`src/rtl/rmsd_pkg.sv`:
```
package rmsd_pkg;

    // Marker size in bytes (4 to 8) and derived widths
    localparam int MARKER_BYTES = 4;
    localparam int MARKER_W     = 8 * MARKER_BYTES;
    localparam int POS_W        = $clog2(MARKER_BYTES);
    localparam int LEN_W        = 31;

    // Queue between the front and back parts
    localparam int QUEUE_DEPTH  = 4;
    localparam int QPTR_W       = $clog2(QUEUE_DEPTH);
    localparam int QCNT_W       = QPTR_W + 1;

    typedef enum logic [2:0] {
        ST_RUN      = 3'd0,
        ST_END      = 3'd1,
        ST_NEG      = 3'd2,
        ST_SHORT    = 3'd3,
        ST_MISMATCH = 3'd4
    } status_t;

    typedef enum logic [2:0] {
        PH_HEADER  = 3'b001,
        PH_PAYLOAD = 3'b010,
        PH_TRAILER = 3'b100
    } phase_t;

    // What the back part does with one queued item
    typedef enum logic [1:0] {
        KIND_NONE   = 2'd0,
        KIND_BYTE   = 2'd1,
        KIND_MARKER = 2'd2
    } kind_t;

    typedef struct packed {
        kind_t                 kind;
        status_t               status;
        logic [MARKER_W-1:0]   data;
    } work_t;

    typedef struct packed {
        logic full;
        logic empty;
    } queue_flags_t;

endpackage

```
`src/rtl/rmsd_queue.sv`:
```
module rmsd_queue
    import rmsd_pkg::*;
(
    input  logic         clk,
    input  logic         rst_n,
    input  logic         push,
    input  work_t        push_item,
    input  logic         pop,
    output work_t        head,
    output queue_flags_t flags
);

    work_t              entry_reg [QUEUE_DEPTH];
    logic [QPTR_W-1:0]  wr_ptr_reg, rd_ptr_reg;
    logic [QCNT_W-1:0]  count_reg;

    assign head        = entry_reg[rd_ptr_reg];
    assign flags.full  = (count_reg == QCNT_W'(QUEUE_DEPTH));
    assign flags.empty = (count_reg == '0);

    // Entry storage
    always_ff @(posedge clk)
    begin
        if (push)
        begin
            entry_reg[wr_ptr_reg] <= push_item;
        end
    end

    // Pointers and fill count
    always_ff @(posedge clk or negedge rst_n)
    begin
        if (!rst_n)
        begin
            wr_ptr_reg <= '0;
            rd_ptr_reg <= '0;
            count_reg  <= '0;
        end
        else
        begin
            if (push)
            begin
                wr_ptr_reg <= (wr_ptr_reg == QPTR_W'(QUEUE_DEPTH - 1)) ? '0
                                                                       : wr_ptr_reg + QPTR_W'(1);
            end
            if (pop)
            begin
                rd_ptr_reg <= (rd_ptr_reg == QPTR_W'(QUEUE_DEPTH - 1)) ? '0
                                                                       : rd_ptr_reg + QPTR_W'(1);
            end
            if (push && !pop)
            begin
                count_reg <= count_reg + QCNT_W'(1);
            end
            else if (pop && !push)
            begin
                count_reg <= count_reg - QCNT_W'(1);
            end
        end
    end

    assert property (@(posedge clk) disable iff (!rst_n)
        push |-> !flags.full)
        else $error("queue: write while full");

    assert property (@(posedge clk) disable iff (!rst_n)
        pop |-> !flags.empty)
        else $error("queue: read while empty");

endmodule

```
`config.mk`:
```
export PLATFORM = sky130hd
export DESIGN_NAME = rmsd_queue
export DESIGN_NICKNAME = d
export VERILOG_FILES = /design/src/rtl/rmsd_pkg.sv /design/src/rtl/rmsd_queue.sv
export SDC_FILE = /design/constraint.sdc
export NUM_CORES = 1
export LEC_CHECK = 0
export BUFFER_PORTS_ARGS = -buffer_cell sky130_fd_sc_hd__buf_2
export CAP_MARGIN = 20
export CORE_UTILIZATION = 30
export CTS_CLUSTER_DIAMETER = 30
export DETAILED_ROUTE_END_ITERATION = 10
export PLACE_DENSITY = 0.55
export SYNTH_ARGS = -nofsm -noshare
export SYNTH_HDL_FRONTEND = slang
export SYNTH_SLANG_ARGS = --single-unit
export TNS_END_PERCENT = 50
```
`constraint.sdc`:
```
create_clock -name clk -period 2.8 [get_ports clk]
set_clock_uncertainty 0.2 [all_clocks]
set_input_delay 0.28 -clock clk [delete_from_list [all_inputs] [get_ports clk]]
set_output_delay 0.28 -clock clk [all_outputs]
set_load 0.01 [all_outputs]
```
; After elaboration in Yosys (flattened, before gate mapping)
; Memories as Yosys holds them, arrays and structs flattened.
; Index checks and enable logic that the tools add are counted.
[word_totals]
regBits = 7
ram_bits = 148
inputBits = 41
output_inout_bits = 39
elab_cells = 23
n_memories = 1
[op_classes]
addsub = 4
eq_ne = 3
muxes = 6
reduce_logical = 6
[memory_table]
columns = memory, words, word_bits, read_ports, rd_ports_with_merged_regs, write_ports, line
row1 = entry_reg, 4, 37, 1, 0, 1, rmsd_queue.sv:13  ; work_t entry_reg [QUEUE_DEPTH];
[op_table]
columns = operator, count
row1 = two-way mux 3 bit, 2
row2 = adder 2 x 1 -> 2 bit (second input constant), 2
row3 = equality test 2 bit (second input constant), 2
row4 = two-way mux 2 bit, 2
row5 = adder 3 x 1 -> 3 bit (second input constant), 1
row6 = equality test 3 bit (second input constant), 1
row7 = zero test 3 bit, 1
row8 = subtractor 3 x 1 -> 3 bit (second input constant), 1
row9 = logical AND 1 bit, 2
row10 = zero test 1 bit, 2
row11 = two-way mux 1 bit, 2
row12 = nonzero test 2 bit, 1

; Depth between registers and ports, before layout
[logic_depth]
depth_word = 4
mapped_depth = 7
depth_no_buf = 7

; Worst setup path before layout
; No wires, ideal clock.
[synth_timing]
path_kind = reg-to-reg
start = register wr_ptr_reg[0]
end = memory entry_reg[0][0] in the netlist's numbering, enable pin
setup_ps = 398
arrival_ps = 1525
required_time_ps = 2202
path_slack_ps = 678
path_stages_with_launch = 4
n_path_buf = 0
synth_period_minus_slack_ps = 2122
cell_sequence = dfrtp_1 inv_1 ha_1 and2_1
[synth_rtl]
columns = item, line
row1 = "start, declared", rmsd_queue.sv:14  ; logic [QPTR_W-1:0] wr_ptr_reg, rd_ptr_reg;
row2 = "start signal, assigned", rmsd_queue.sv:43  ; wr_ptr_reg <= (wr_ptr_reg == QPTR_W'(QUEUE_DEPTH - 1)) ? '0
row3 = "end, declared", rmsd_queue.sv:13
; No word-level cell before the write port.

==> qor.txt <==
dominant cell type by area after synthesis: edfxtp_1
nets@finish: 419
sw frac: 0.277
RSZ-0062 raised after global routing: no
area taken by multi-input logic gates: 1060 um^2
Register Area: 4620 um^2
Cell Int Power: 5.32 mW
Final period util: 0.868
DR WL/cell: 17.4 um
sequential area share after synthesis: 0.804
sw power: 2.04 mW
total gr overflow: 0
Fill cells: 1,722
max FFs per register: 148
flops & latches, synth: 155
routed vias: 2,757
TNS Setup: 0 ps
Core Area: 18,800 um^2
Mapped Cells: 230
peak fanout along the critical path: 21
combinational group share of total power: 0.271
Mapped Nets: 278
Syn. warnings: 0
1st-iter DRT viols: 106
HP Class: in -> async
Core Rows: 50
chip width: 140 um
Clock Power Share: 0.293
gpl congestion: 0.645
Final setup violation count: 0
P_leak: 2.63 nW
largest net degree at the start of global routing: 24
Setup crit start kind: register
vias per inst: 4.46
# port buffers: 79
routing usage on met1: 0.142
Netlist cell types: 19
CTS Buf Count: 17
GR Layer Usage met2: 0.198
MaxCap Viol Count: 0
share of layout cells above drive strength 1: 0.424
first-pass GRT wire length: 16,700 um
initial antenna violation count: 0
antenna diode count: 0
via count of the first global-routing pass: 3,020
Pre-antenna DRT Iters: 4
cell area after synthesis: 5750 um^2
Worst Setup End Kind: output port
Power Dens Cells: 981 nW/um^2
Remaining DRCs: 0
gr busiest metal: met2
final hold viol count: 0
Setup CP Type: reg -> out
area grow syn2layout: 30.6%
Ports: 80
Clock Pin Slew Worst Setup and Hold Paths: 60 ps
gr usage total: 0.119
Avg Cell Area, Syn: 25.0 um^2
H-tree Lvls: 4
M3 GR Usage: 0.0359
ANT nets after route: 0
total power: 7.36 mW
estimated wirelength of the detail-placed design: 6720 um
status: completed
Worst Tran Pin Value: 632 ps
die height: 140 um
Starting Density: 0.306
part of the power in registers: 0.435
clock buffer depth: 2
Die Footprint: 19,700 um^2
CTS tree: done
CTS Sinks: 155
root cell of the clock tree: clkbuf_16
post-CTS sizing: 0
worst rel slew slack: 0.579
final WL: 10,700 um
Max Clk Rate: 412 MHz
Req. time, crit path: 2320 ps
Synth area leaders: edfxtp_1 (77%), mux4_2 (15%), dfrtp_1 (3.0%), ha_1 (1.3%), mux2_2 (0.59%)
fin crit period: 2430 ps
Peak VDD IR: 519 uV
Yosys top cell area share: 0.774
Final Slew Violations: 0
Clock Latency Late Sink: 420 ps
Critical Path AT: 1950 ps
area by class of cell:
cell class | count | area share
clock buffer | 19 | 0.0577
clock inverter | 13 | 0.0167
inverter | 4 | 0.00200
multi-input combinational | 63 | 0.141
sequential | 155 | 0.616
tap | 234 | 0.0390
timing repair buffer | 130 | 0.127
power groups by stage:
stage | Sequential (mW) | Clock, mW | Combinational (mW)
global placement | 3.23 | 0 | 2.01
CTS | 3.21 | 2.23 | 2.07
detailed placement | 3.26 | 0 | 2.02
global route | 3.25 | 2.30 | 2.19
floorplan | 3.12 | 0 | 1.33
finish | 3.20 | 2.16 | 2.00
layer usage:
metal,part of all wire,vias up
met2,0.51,60
met3,0.036,13
met1,0.44,1434
met4,0.019,0
met5,0,-
li1,-,1250
cells in the mapped netlist:
cell type,instances
ha_1,6
dfrtp_1,7
inv_1,4
buf_6,2
nor3b_1,1
nor2_1,3
xnor2_1,1
o21ai_0,2
buf_4,2
xor2_1,2
mux2_2,3
clkbuf_1,1
mux4_2,37
edfxtp_1,148
nand2_1,2
fa_1,1
buf_2,3
and2_1,4
nor3_1,1
metrics by stage:
stage	worst slack, ps	utilization	instances	hold WS, ps	cell area (um^2)
3_3_place_gp	794	0.349	546	-74.6	6550
3_5_place_dp	783	0.349	546	-67.9	6550
5_1_grt	276	0.400	618	16.3	7500
4_1_cts	337	0.400	618	13.5	7500
2_1_floorplan	678	-	230	-216	5750
6_report	371	0.400	618	31.4	7500
repair_timing:
| action | in CTS | in global routing |
|---|---|---|
| hold buffers | 40 | 0 |
| setup endpoints to repair | 0 | 0 |
| setup buffers | 0 | 0 |
| endpoints found under the hold margin | 159 | 0 |
critical path: stages (launching register included):
cell and delay (ps):
dfrtp_2 770, buf_12 260, mux4_2 330, buf_2 160
cell families (layout without fill, tap and decap cells):
kind of cell             count (synthesis)  count (layout)  synth area share
buffers and inverters                   12             166            0.0124
AO/OA/AOI/OAI                            2               2           0.00174
multiplexers                            40              40             0.151
flip-flops                             155             155             0.804
AND/OR/NAND/NOR                         11              11           0.00980
XOR/XNOR                                 3               3           0.00457
adder cells (fa/ha/maj)                  7               7            0.0166
path summary, 6_finish.rpt:
kind	startpoint	end	slack (ps)	depth (start not counted)
min in group clk	count_reg[2]	count_reg[2]	290	1
hold reg to reg	count_reg[2]	count_reg[2]	290	1
hold / removal	rst_n	count_reg[2]	30	2
max in group asynchronous	rst_n	rd_ptr_reg[0]	2170	2
setup reg to reg	wr_ptr_reg[0]	entry_reg[0][3]	860	4
setup / recovery	rd_ptr_reg[1]	head[25]	370	3
layout by cell type, fill, tap and decap left out:
| cell type | count |
|---|---|
| edfxtp_1 | 148 |
| buf_2 | 79 |
| dlygate4sd3_1 | 40 |
| mux4_2 | 37 |
| clkbuf_16 | 17 |
| ha_1 | 6 |
| buf_12 | 6 |
| dfrtp_1 | 5 |
| buf_4 | 5 |
| inv_1 | 4 |
| and2_2 | 4 |
| clkinv_2 | 4 |
| mux2_2 | 3 |
| nor2_1 | 3 |
| clkinv_1 | 3 |
| nand2_1 | 2 |
| o21ai_0 | 2 |
| xor2_1 | 2 |
| bufinv_16 | 2 |
| clkbuf_1 | 2 |
| inv_6 | 2 |
| nor3b_1 | 1 |
| nor3_1 | 1 |
| xnor2_1 | 1 |
| fa_1 | 1 |
| clkinv_4 | 1 |
| clkinvlp_4 | 1 |
| dfrtp_4 | 1 |
| dfrtp_2 | 1 |
No activity file was read; power rests on OpenSTA's default activity.
